<file path="src/hw/rtl/mcvd_pkg.sv">
`default_nettype none
package mcvd_pkg;
  localparam int TableDepth = 1024;
  localparam int IndexBits  = 20;
  localparam int AddrBits   = $clog2(TableDepth);
  localparam int CountBits  = AddrBits + 1;
  localparam int KeyBits    = 3 * IndexBits + 2;
  localparam int RawBits    = 22;
  localparam int CntInBits  = 20;
  localparam int MinFace    = 3;
  localparam logic CmdCorner = 1'b0;
  localparam logic CmdClear  = 1'b1;

  typedef logic [KeyBits-1:0]   key_t;
  typedef logic [AddrBits-1:0]  addr_t;
  typedef logic [CountBits-1:0] count_t;

  // Classified item handed from front to back.
  typedef struct packed {
    logic clear;
    logic valid_key;
    key_t key;
    logic last;
    logic long_face;
  } job_t;

  typedef struct packed {
    logic [AddrBits-1:0] vertex_index;
    logic corner_kept;
    logic is_new;
    logic table_full;
    logic face_kept;
    logic polygon_mode;
    logic [CountBits-1:0] vertex_total;
  } res_t;

  // Resolve a raw OBJ index; returns {present, index}.
  function automatic logic [IndexBits:0] resolve(input logic signed [RawBits-1:0] raw,
                                                 input logic [CntInBits-1:0] cnt_in);
    logic [RawBits:0] cnt;
    logic signed [RawBits+1:0] idx;
    logic [RawBits:0] lim;
    lim = (RawBits+1)'(1) << IndexBits;
    cnt = ((RawBits+1)'(cnt_in) < lim) ? (RawBits+1)'(cnt_in) : lim;
    resolve = '0;
    if (raw > 0) begin
      idx = (RawBits+2)'(raw) - (RawBits+2)'(1);
      if (idx < $signed({1'b0, cnt})) resolve = {1'b1, idx[IndexBits-1:0]};
    end else if (raw < 0) begin
      idx = $signed({1'b0, cnt}) + (RawBits+2)'(raw);
      if (idx >= 0) resolve = {1'b1, idx[IndexBits-1:0]};
    end
  endfunction
endpackage
`default_nettype wire

</file>
<file path="src/hw/rtl/mcvd_if.sv">
`default_nettype none
interface mcvd_in_if (input wire logic clk);
  logic valid;
  logic ready;
  logic command;
  logic signed [21:0] raw_position;
  logic signed [21:0] raw_texcoord;
  logic signed [21:0] raw_normal;
  logic [19:0] position_count;
  logic [19:0] texcoord_count;
  logic [19:0] normal_count;
  logic [7:0] face_corners;
  logic last_corner;
  modport source (input clk, ready, output valid, command, raw_position, raw_texcoord,
                  raw_normal, position_count, texcoord_count, normal_count,
                  face_corners, last_corner);
  modport sink (input clk, valid, command, raw_position, raw_texcoord, raw_normal,
                position_count, texcoord_count, normal_count, face_corners,
                last_corner, output ready);
endinterface

`default_nettype wire

</file>
<file path="src/hw/rtl/mcvd_front.sv">
`default_nettype none
module mcvd_front
  import mcvd_pkg::*;
(
  input  wire logic clk,
  input  wire logic rst_n,
  mcvd_in_if.sink   in_ch,
  output job_t      job_o,
  output logic      job_valid_o,
  input  wire logic job_ready_i
);
  // Two-entry queue toward the back part
  job_t q_r [2];
  logic wp_r, rp_r;
  logic [1:0] cnt_r;
  logic [IndexBits:0] p, t, n;
  job_t job;
  logic push, pop;

  always_comb begin
    p = resolve(in_ch.raw_position, in_ch.position_count);
    t = resolve(in_ch.raw_texcoord, in_ch.texcoord_count);
    n = resolve(in_ch.raw_normal, in_ch.normal_count);
    job.clear     = (in_ch.command == CmdClear);
    job.long_face = in_ch.face_corners >= 8'(MinFace);
    job.valid_key = p[IndexBits];
    job.last      = in_ch.last_corner;
    // absent gives 0; present gives index+1
    job.key = {(t[IndexBits] ? (IndexBits+1)'(t[IndexBits-1:0]) + 1'b1 : '0),
               (IndexBits+1)'(0), p[IndexBits-1:0]};
    job.key[KeyBits-1 -: IndexBits+1] =
      n[IndexBits] ? (IndexBits+1)'(n[IndexBits-1:0]) + 1'b1 : '0;
    job.key[2*IndexBits:IndexBits] =
      t[IndexBits] ? (IndexBits+1)'(t[IndexBits-1:0]) + 1'b1 : '0;
  end

  assign in_ch.ready = (cnt_r != 2'd2);
  assign push = in_ch.valid && in_ch.ready;
  assign job_valid_o = (cnt_r != 2'd0);
  assign pop = job_valid_o && job_ready_i;
  assign job_o = q_r[rp_r];

  always_ff @(posedge clk) begin
    if (push) q_r[wp_r] <= job;
    if (!rst_n) begin
      wp_r <= 1'b0; rp_r <= 1'b0; cnt_r <= '0;
    end else begin
      if (push) wp_r <= ~wp_r;
      if (pop) rp_r <= ~rp_r;
      cnt_r <= cnt_r + 2'(push) - 2'(pop);
    end
  end
endmodule
`default_nettype wire

</file>
<file path="src/flat_wrapper.sv">
// flat-port wrapper written by rule: the top's interface ports become plain ports
module mcvd_front_flat import mcvd_pkg::*;
  (clk, rst_n, job_o, job_valid_o, job_ready_i, in_ch_valid, in_ch_command, in_ch_raw_position, in_ch_raw_texcoord, in_ch_raw_normal, in_ch_position_count, in_ch_texcoord_count, in_ch_normal_count, in_ch_face_corners, in_ch_last_corner, in_ch_ready);
  mcvd_in_if in_ch_i (.clk(clk));
  input  wire logic clk;
  input  wire logic rst_n;
  output job_t job_o;
  output logic job_valid_o;
  input  wire logic job_ready_i;
  input wire logic [$bits(in_ch_i.valid)-1:0] in_ch_valid;
  input wire logic [$bits(in_ch_i.command)-1:0] in_ch_command;
  input wire logic [$bits(in_ch_i.raw_position)-1:0] in_ch_raw_position;
  input wire logic [$bits(in_ch_i.raw_texcoord)-1:0] in_ch_raw_texcoord;
  input wire logic [$bits(in_ch_i.raw_normal)-1:0] in_ch_raw_normal;
  input wire logic [$bits(in_ch_i.position_count)-1:0] in_ch_position_count;
  input wire logic [$bits(in_ch_i.texcoord_count)-1:0] in_ch_texcoord_count;
  input wire logic [$bits(in_ch_i.normal_count)-1:0] in_ch_normal_count;
  input wire logic [$bits(in_ch_i.face_corners)-1:0] in_ch_face_corners;
  input wire logic [$bits(in_ch_i.last_corner)-1:0] in_ch_last_corner;
  output wire logic [$bits(in_ch_i.ready)-1:0] in_ch_ready;
  assign in_ch_i.valid = in_ch_valid;
  assign in_ch_i.command = in_ch_command;
  assign in_ch_i.raw_position = in_ch_raw_position;
  assign in_ch_i.raw_texcoord = in_ch_raw_texcoord;
  assign in_ch_i.raw_normal = in_ch_raw_normal;
  assign in_ch_i.position_count = in_ch_position_count;
  assign in_ch_i.texcoord_count = in_ch_texcoord_count;
  assign in_ch_i.normal_count = in_ch_normal_count;
  assign in_ch_i.face_corners = in_ch_face_corners;
  assign in_ch_i.last_corner = in_ch_last_corner;
  assign in_ch_ready = in_ch_i.ready;
  mcvd_front u_core (.clk(clk), .rst_n(rst_n), .in_ch(in_ch_i), .job_o(job_o), .job_valid_o(job_valid_o), .job_ready_i(job_ready_i));
endmodule
</file>
<file path="config.mk">
export PLATFORM = sky130hd
export DESIGN_NAME = mcvd_front_flat
export DESIGN_NICKNAME = d
export VERILOG_FILES = /design/src/hw/rtl/mcvd_pkg.sv /design/src/hw/rtl/mcvd_if.sv /design/src/hw/rtl/mcvd_front.sv /design/src/flat_wrapper.sv
export SDC_FILE = /design/constraint.sdc
export NUM_CORES = 1
export LEC_CHECK = 0
export ABC_CLOCK_PERIOD_IN_PS = 6500
export BUFFER_PORTS_ARGS = -buffer_cell sky130_fd_sc_hd__buf_2
export CORE_UTILIZATION = 41
export DETAILED_ROUTE_END_ITERATION = 10
export PLACE_DENSITY = 0.63
export SYNTH_ARGS = -nofsm -noshare
export SYNTH_HDL_FRONTEND = slang
export SYNTH_SLANG_ARGS = --single-unit
</file>
<file path="constraint.sdc">
create_clock -name clk -period 6.5 [get_ports clk]
set_input_delay 0.65 -clock clk [delete_from_list [all_inputs] [get_ports clk]]
set_output_delay 0.65 -clock clk [all_outputs]
set_load 0.01 [all_outputs]
</file>
==> impl_metrics.yaml, run 1 <==
worst_setup_path:
  timing.critical_path.arrival_ns: 5.75
  setup.worst_path.class: "in2reg"
  crit_chain: "buf_2 -> or4_4 -> nor3_2 -> nand2_1 -> or3_1 -> xnor2_1 -> ha_1 -> nand4_1 -> nor2_1 -> a2bb2oi_1 -> nand3_1 -> nor3_1 -> o211ai_2 -> nand2_1 -> ha_1 -> nor2b_1 -> nand3b_1 -> nor4b_1 -> buf_4 -> nor2b_1 -> mux2_1"
  timing.reg2reg.setup_slack_ns: 4.48
  crit_slowest_cell: "or4_4"
  cp-end-kind: "flip-flop"
  kind_of_start_point_of_the_critical_path: "primary input"
  critical_path_required_ns: 6.66
  timing.critical_path.fanout_max: 9
  worst_path_largest_cell_delay_ns: 0.57
yosys:
  ys_ff_latch: 137
  synth_sequential_area_ratio_pct: 32.4
  yosys.cell_types.count: 91
  synth_simple_gate_area_share_pct: 17.6
  most_used_flip_flop_cell_after_synthesis: "edfxtp_1"
  syn-mean-instance-area_um2: 9.53
  synth_compound_gate_area_share_pct: 16.9
  syn_area_mm2: 0.0125
  largest_family_of_logic_cells_by_synthesized_area: "simple AND/OR/NAND/NOR gates"
  adder_cell_share_of_the_synthesized_area_pct: 13.2
  synth.area.mux_share_pct: 7.32
  synth_enable_flop_cells: 132
  synth-async-reset-ratio_pct: 0
  synthXorXnorAreaFrac_pct: 8.38
  syn_nets: 1588
  synth_warnings: 0
  synth_cells: 1317
cts:
  h-tree-depth: 4
  cts_num_sinks: 137
  ctsLongestPathBuffers: 2
  post_cts_resized: 0
  cts_buffers: 17
  cts_hold_buffers: 0
  post-cts-setup-buffers: 0
  clockRootBuffer: "clkbuf_16"
  tritoncts_clock_tree: "yes"
  clock_pin_slew_on_the_worst_setup_and_hold_paths_ns: 0.06
  insertion_delay_ns: 0.41
power_and_ir_drop:
  cell_pwr_density_mw_per_mm2: 234
  pwr-share-clk_pct: 26.5
  power_leakage_uw: 0.00611
  vdd_ir_drop_max_uv: 149
  total_power_uw: 3420
  power.sequential.fraction_pct: 34.1
  power.internal_uw: 2260
  power.combinational.fraction_pct: 39.4
  switching_share_pct: 33.9
  net_switching_uw: 1160
drt:
  wl_per_cell_um: 17.6
  via_count: 10895
  detail_route.vias_per_cell: 5.64
  wirelength_um: 34000
  remaining_drc_errors: 0
  detail_route.iter0.violations: 704
  route.antenna.remaining_nets: 0
  drt_pre_antenna_iters: 5
sta:
  post-route-min-period_ns: 5.60
  tns_ns: 0
  timing_worst_slew_pin_value_ns: 0.932
  peak_freq_mhz: 179
  maxSlewHeadroom_pct: 37.9
  final.period_utilization_pct: 86.1
  report.final.setup_viol: 0
  finalClockSkew_ns: 0.00569
  timing_max_transition_violations_final: 0
  timing.final.hold_violations: 0
  unrepaired_setup_endpoints_after_global_routing: "false"
global_route:
  pin_count_of_the_biggest_net_entering_global_routing: 67
  globalRoute.totalOverflow: 0
  antenna_found_initial: 3
  grt_util_all_layers_pct: 21.7
  grt_pass1_wl_um: 53500
  first_global_vias: 10172
floorplan:
  initial_core_util_pct: 42.0
  die_area_mm2: 0.0313
  placement_rows: 63
  fp.coreArea_mm2: 0.0299
  die_x_um: 177
  boundaryPins: 208
  chipHeight_um: 177
layout:
  fin_area_mm2: 0.0146
  regArea_mm2: 0.00407
  drive_above_1_share_pct: 23.2
  nNetsFinal: 1799
  layout.cells.most_common: "buf_2"
  commonest_cells_after_routing_fill_and_taps_aside: "buf_2 (207), edfxtp_1 (132), ha_1 (128)"
  nFillCells: 2861
  areaGrowthSynthToFinish_pct: 16.6
  multi_input_combinational_cell_area_mm2: 0.00797
status:
  run_status: "complete, no violations"
placed_design:
  buffer_ports.inserted: 207
  place.gp.congestion: 0.987
  dp.final_hpwl_um: 27300
  placed_cell_area_mm2: 0.0141
job:
  maxCapViolCount: 0
min_path:
  holdCritPathClass: "in2reg"
## per-stage QoR
| step | cells | setup slack (ns) | utilization [%] | hold slack (ns) |
|---|---|---|---|---|
| 2_1_floorplan | 1317 | 0.781 | - | 0.504 |
| 3_3_place_gp | 1899 | 0.739 | 47.1 | 0.520 |
| 3_5_place_dp | 1899 | 0.582 | 47.1 | 0.522 |
| 4_1_cts | 1930 | 0.983 | 48.9 | 0.408 |
| 5_1_grt | 1930 | 0.573 | 48.9 | 0.413 |
| 6_report | 1932 | 0.902 | 49.0 | 0.427 |
## cell usage after synthesis, drive strengths merged (5+ instances only)
| master | count | share of area (%) |
|---|---|---|
| nand2b | 5 | 0.25 |
| ha | 128 | 13 |
| nand3b | 11 | 0.66 |
| a21o | 24 | 1.4 |
| a21boi | 7 | 0.42 |
| or2 | 6 | 0.32 |
| or3 | 18 | 0.92 |
| or4 | 12 | 0.78 |
| buf | 9 | 0.50 |
| nor3b | 5 | 0.30 |
| a32oi | 6 | 0.42 |
| and3 | 9 | 0.45 |
| o21bai | 6 | 0.36 |
| o211ai | 7 | 0.46 |
| a21oi | 81 | 3.3 |
| clkbuf | 22 | 0.66 |
| nor2 | 82 | 2.5 |
| nor4 | 21 | 1.2 |
| o21a | 14 | 0.84 |
| xnor2 | 68 | 4.7 |
| a31oi | 12 | 0.60 |
| o22ai | 22 | 1.1 |
| nor4b | 11 | 1.1 |
| o21ai | 46 | 1.8 |
| nand3 | 29 | 1.2 |
| nor3 | 46 | 1.9 |
| inv | 103 | 3.1 |
| xor2 | 52 | 3.6 |
| and4 | 7 | 0.49 |
| o31ai | 10 | 0.71 |
| nand4 | 20 | 1.0 |
| edfxtp | 132 | 32 |
| mux2i | 13 | 1.0 |
| nand2 | 84 | 2.5 |
| a211oi | 21 | 1.3 |
| mux2 | 70 | 6.3 |
| o2111ai | 6 | 0.42 |
| dfxtp | 5 | 0.80 |
| and2 | 17 | 0.86 |
| nor2b | 13 | 0.65 |
## power groups by stage
| stage | combinational, µW | sequential [µW] | clock (µW) |
|---|---|---|---|
| 2_1_floorplan | 882 | 1180 | 0 |
| 3_3_place_gp | 1340 | 1180 | 0 |
| 3_5_place_dp | 1350 | 1180 | 0 |
| 4_1_cts | 1360 | 1170 | 923 |
| 5_1_grt | 1480 | 1180 | 957 |
| 6_report | 1350 | 1160 | 907 |
## area by class of cell
cell class	instances	share of cell area, %
clock buffers	18	2.93
diodes	2	0.0342
multi-input cells	1046	54.5
inverters	103	2.64
clock inverters	13	0.898
well taps	390	3.34
flip-flops and latches	137	27.8
repair buffers	223	7.90
## sequential cells by signal, indices dropped and copies added (netlist names), named ones only
name / count
u_core.q_r: 132
u_core.rp_r: 1
u_core.wp_r: 1
u_core.cnt_r: 2
## path summary, 6_finish.rpt
check | startpoint | end | cells past startpoint
worst max-delay path | in_ch_raw_texcoord[5] | u_core.q_r[1][38]$_DFFE_PP_ | 21
worst min-delay path | in_ch_command | u_core.q_r[0][65]$_DFFE_PP_ | 1
worst max register to register | u_core.cnt_r[0]$_SDFF_PN0_ | u_core.q_r[0][5]$_DFFE_PP_ | 5
worst min register to register | u_core.rp_r$_SDFFE_PN0P_ | flip-flop | 2
## per-layer routing
layer  track usage (%)  wire length, µm  part of all wire, %  vias up
met3              4.27             2320                  6.8       34
li1                  -                -                    -     5395
met1              30.4            16100                   47     5137
met5                 0               13                0.038        -
met2              34.2            15100                   44      327
met4              5.21              483                  1.4        2
## critical path, delay by kind of cell
family                     cells  cell delay (ns)
muxes                          1             0.35
buffers and inverters          2             0.35
AOI/OAI and AO/OA              2             0.42
xor gates and xnor gates       1             0.27
adders and majority gates      2             0.49
and+or+nand+nor               13             3.24
## logic make-up after synthesis
kind of cell	after synthesis
buf+inv	134
flops	137
xor+xnor	120
compound gates	309
mux	83
simple gates	403
fa+ha+maj	131
Note: power is estimated with default switching activity, not from simulation.
==> run 2, diff against run 1 <==
--- a/config.mk
+++ b/config.mk
@@ -8,6 +8,7 @@
 export ABC_CLOCK_PERIOD_IN_PS = 6500
 export BUFFER_PORTS_ARGS = -buffer_cell sky130_fd_sc_hd__buf_2
 export CORE_UTILIZATION = 41
+export CTS_BUF_LIST = sky130_fd_sc_hd__clkbuf_4
 export DETAILED_ROUTE_END_ITERATION = 10
 export PLACE_DENSITY = 0.63
 export SYNTH_ARGS = -nofsm -noshare
==> run 2 against run 1 <==
Die area unchanged. Worst hold slack got worse by 0.13 ns. Via count increased by 0.22%. Routed wire length about the same. Clock power decreased by 42%. First-iteration DRC count decreased by 4.4%. Non-clock buffer count unchanged. Sequential cell count unchanged. Count of clock-buffer cells in the layout unchanged. Fmax increased by 2.8%. Global-route usage unchanged. Cell count about the same. Highest routed layer unchanged.
==> impl_metrics.yaml, run 2 (same netlist as run 1, synthesis figures left out) <==
status:
  run_status: "complete, no violations"
global_route:
  grt_util_all_layers_pct: 21.7
  pin_count_of_the_biggest_net_entering_global_routing: 67
  globalRoute.totalOverflow: 0
  first_global_vias: 10184
  antenna_found_initial: 4
  grt_pass1_wl_um: 53500
drt:
  route.antenna.remaining_nets: 0
  wirelength_um: 34000
  wl_per_cell_um: 17.6
  remaining_drc_errors: 0
  detail_route.vias_per_cell: 5.65
  detail_route.iter0.violations: 673
  drt_pre_antenna_iters: 7
  via_count: 10919
cts:
  cts_buffers: 17
  tritoncts_clock_tree: "yes"
  clockRootBuffer: "clkbuf_4"
  h-tree-depth: 4
  cts_hold_buffers: 0
  insertion_delay_ns: 0.54
  clock_pin_slew_on_the_worst_setup_and_hold_paths_ns: 0.11
  post-cts-setup-buffers: 0
  post_cts_resized: 0
  cts_num_sinks: 137
  ctsLongestPathBuffers: 2
layout:
  biggestRegsByFlops: "u_core.q_r (132), u_core.cnt_r (2)"
  nNetsFinal: 1799
  largest_reg_flops: 132
  fin_area_mm2: 0.0143
  areaGrowthSynthToFinish_pct: 14.3
  regArea_mm2: 0.00407
  commonest_cells_after_routing_fill_and_taps_aside: "buf_2 (207), edfxtp_1 (132), ha_1 (128)"
  largest_register: "u_core.q_r"
  multi_input_combinational_cell_area_mm2: 0.00797
  layout.cells.most_common: "buf_2"
  drive_above_1_share_pct: 23.2
  nFillCells: 2905
floorplan:
  initial_core_util_pct: 42.0
  placement_rows: 63
  die_x_um: 177
  chipHeight_um: 177
  boundaryPins: 208
  fp.coreArea_mm2: 0.0299
  die_area_mm2: 0.0313
worst_setup_path:
  timing.critical_path.arrival_ns: 5.74
  worstRegToRegCells: 5
  setup.worst_path.class: "in2reg"
  critical_path_required_ns: 6.79
  kind_of_start_point_of_the_critical_path: "primary input"
  cp-end-kind: "flip-flop"
  timing.reg2reg.setup_slack_ns: 4.47
  timing.critical_path.fanout_max: 9
placed_design:
  dp.final_hpwl_um: 27300
  buffer_ports.inserted: 207
  placed_cell_area_mm2: 0.0141
  place.gp.congestion: 0.987
sta:
  timing.final.hold_violations: 0
  finalClockSkew_ns: 0.0139
  report.final.setup_viol: 0
  timing_max_transition_violations_final: 0
  peak_freq_mhz: 184
  unrepaired_setup_endpoints_after_global_routing: "false"
  timing_worst_slew_pin_value_ns: 0.943
  post-route-min-period_ns: 5.45
  tns_ns: 0
  final.period_utilization_pct: 83.8
  maxSlewHeadroom_pct: 37.1
min_path:
  timing.hold.worst_path_depth: 1
  holdCritPathClass: "in2reg"
power_and_ir_drop:
  cell_pwr_density_mw_per_mm2: 212
  power_leakage_uw: 0.00598
  net_switching_uw: 1110
  power.internal_uw: 1920
  power.combinational.fraction_pct: 44.3
  switching_share_pct: 36.6
  vdd_ir_drop_max_uv: 124
  power.sequential.fraction_pct: 38.3
  pwr-share-clk_pct: 17.4
job:
  maxCapViolCount: 0
## run 2: cell count changes in the layout (fill, tap and decap cells not counted)
| cell | delta |
|---|---|
| diode_2 | +1 |
| clkbuf_1 | -1 |
| clkbuf_16 | -17 |
| clkbuf_4 | +18 |
## run 2: cell type report
class,instances,share of cell area (%)
multi-input cells,1046,55.6
diodes,3,0.0524
clock inverters,13,0.916
flip-flops and latches,137,28.4
inverters,103,2.70
repair buffers,223,8.06
clock buffers,18,0.943
well taps,390,3.40
## run 2: path summary, 6_finish.rpt
check / from / end
min reg2reg: u_core.rp_r$_SDFFE_PN0P_ / flip-flop
max reg2reg: u_core.cnt_r[0]$_SDFF_PN0_ / u_core.q_r[0][5]$_DFFE_PP_
min: in_ch_command / u_core.q_r[0][65]$_DFFE_PP_
max: in_ch_raw_texcoord[5] / u_core.q_r[1][38]$_DFFE_PP_
## run 2: layer usage
layer,up-vias,wire (µm),track usage (%)
li1,5396,-,-
met1,5112,15900,30.3
met2,379,15000,34.4
met3,30,2590,4.64
met4,2,416,4.53
met5,-,13,0
## run 2: worst max-delay path: stages
cell and delay [ns]:
buf_2 0.16, or4_4 0.57, nor3_2 0.28, nand2_1 0.15, or3_1 0.36, xnor2_1 0.27
ha_1 0.31, nand4_1 0.15, nor2_1 0.07, a2bb2oi_1 0.15, nand3_1 0.13, nor3_1 0.47
o211ai_2 0.27, nand2_1 0.12, ha_1 0.18, nor2b_1 0.32, nand3b_1 0.16, nor4b_1 0.30
buf_4 0.18, nor2b_1 0.15, mux2_1 0.35
## run 2: metrics by stage
stage / util, % / setup slack [ns] / hold WS [ns] / total power (µW) / std cells
after floorplan: - / 0.781 / 0.504 / 2060 / 1317
after global placement: 47.1 / 0.739 / 0.520 / 2520 / 1899
after detailed placement: 47.1 / 0.582 / 0.522 / 2540 / 1899
after CTS: 48.0 / 1.16 / 0.234 / 3070 / 1930
after global routing: 48.0 / 0.750 / 0.238 / 3230 / 1931
final: 48.0 / 1.05 / 0.294 / 3040 / 1933
## run 2: power by group through the flow
stage | Sequential [µW] | Clock, µW | Combinational [µW]
CTS | 1160 | 548 | 1360
floorplan | 1180 | 0 | 882
finish | 1160 | 529 | 1350
global route | 1180 | 577 | 1480
detailed placement | 1180 | 0 | 1350
global placement | 1180 | 0 | 1340
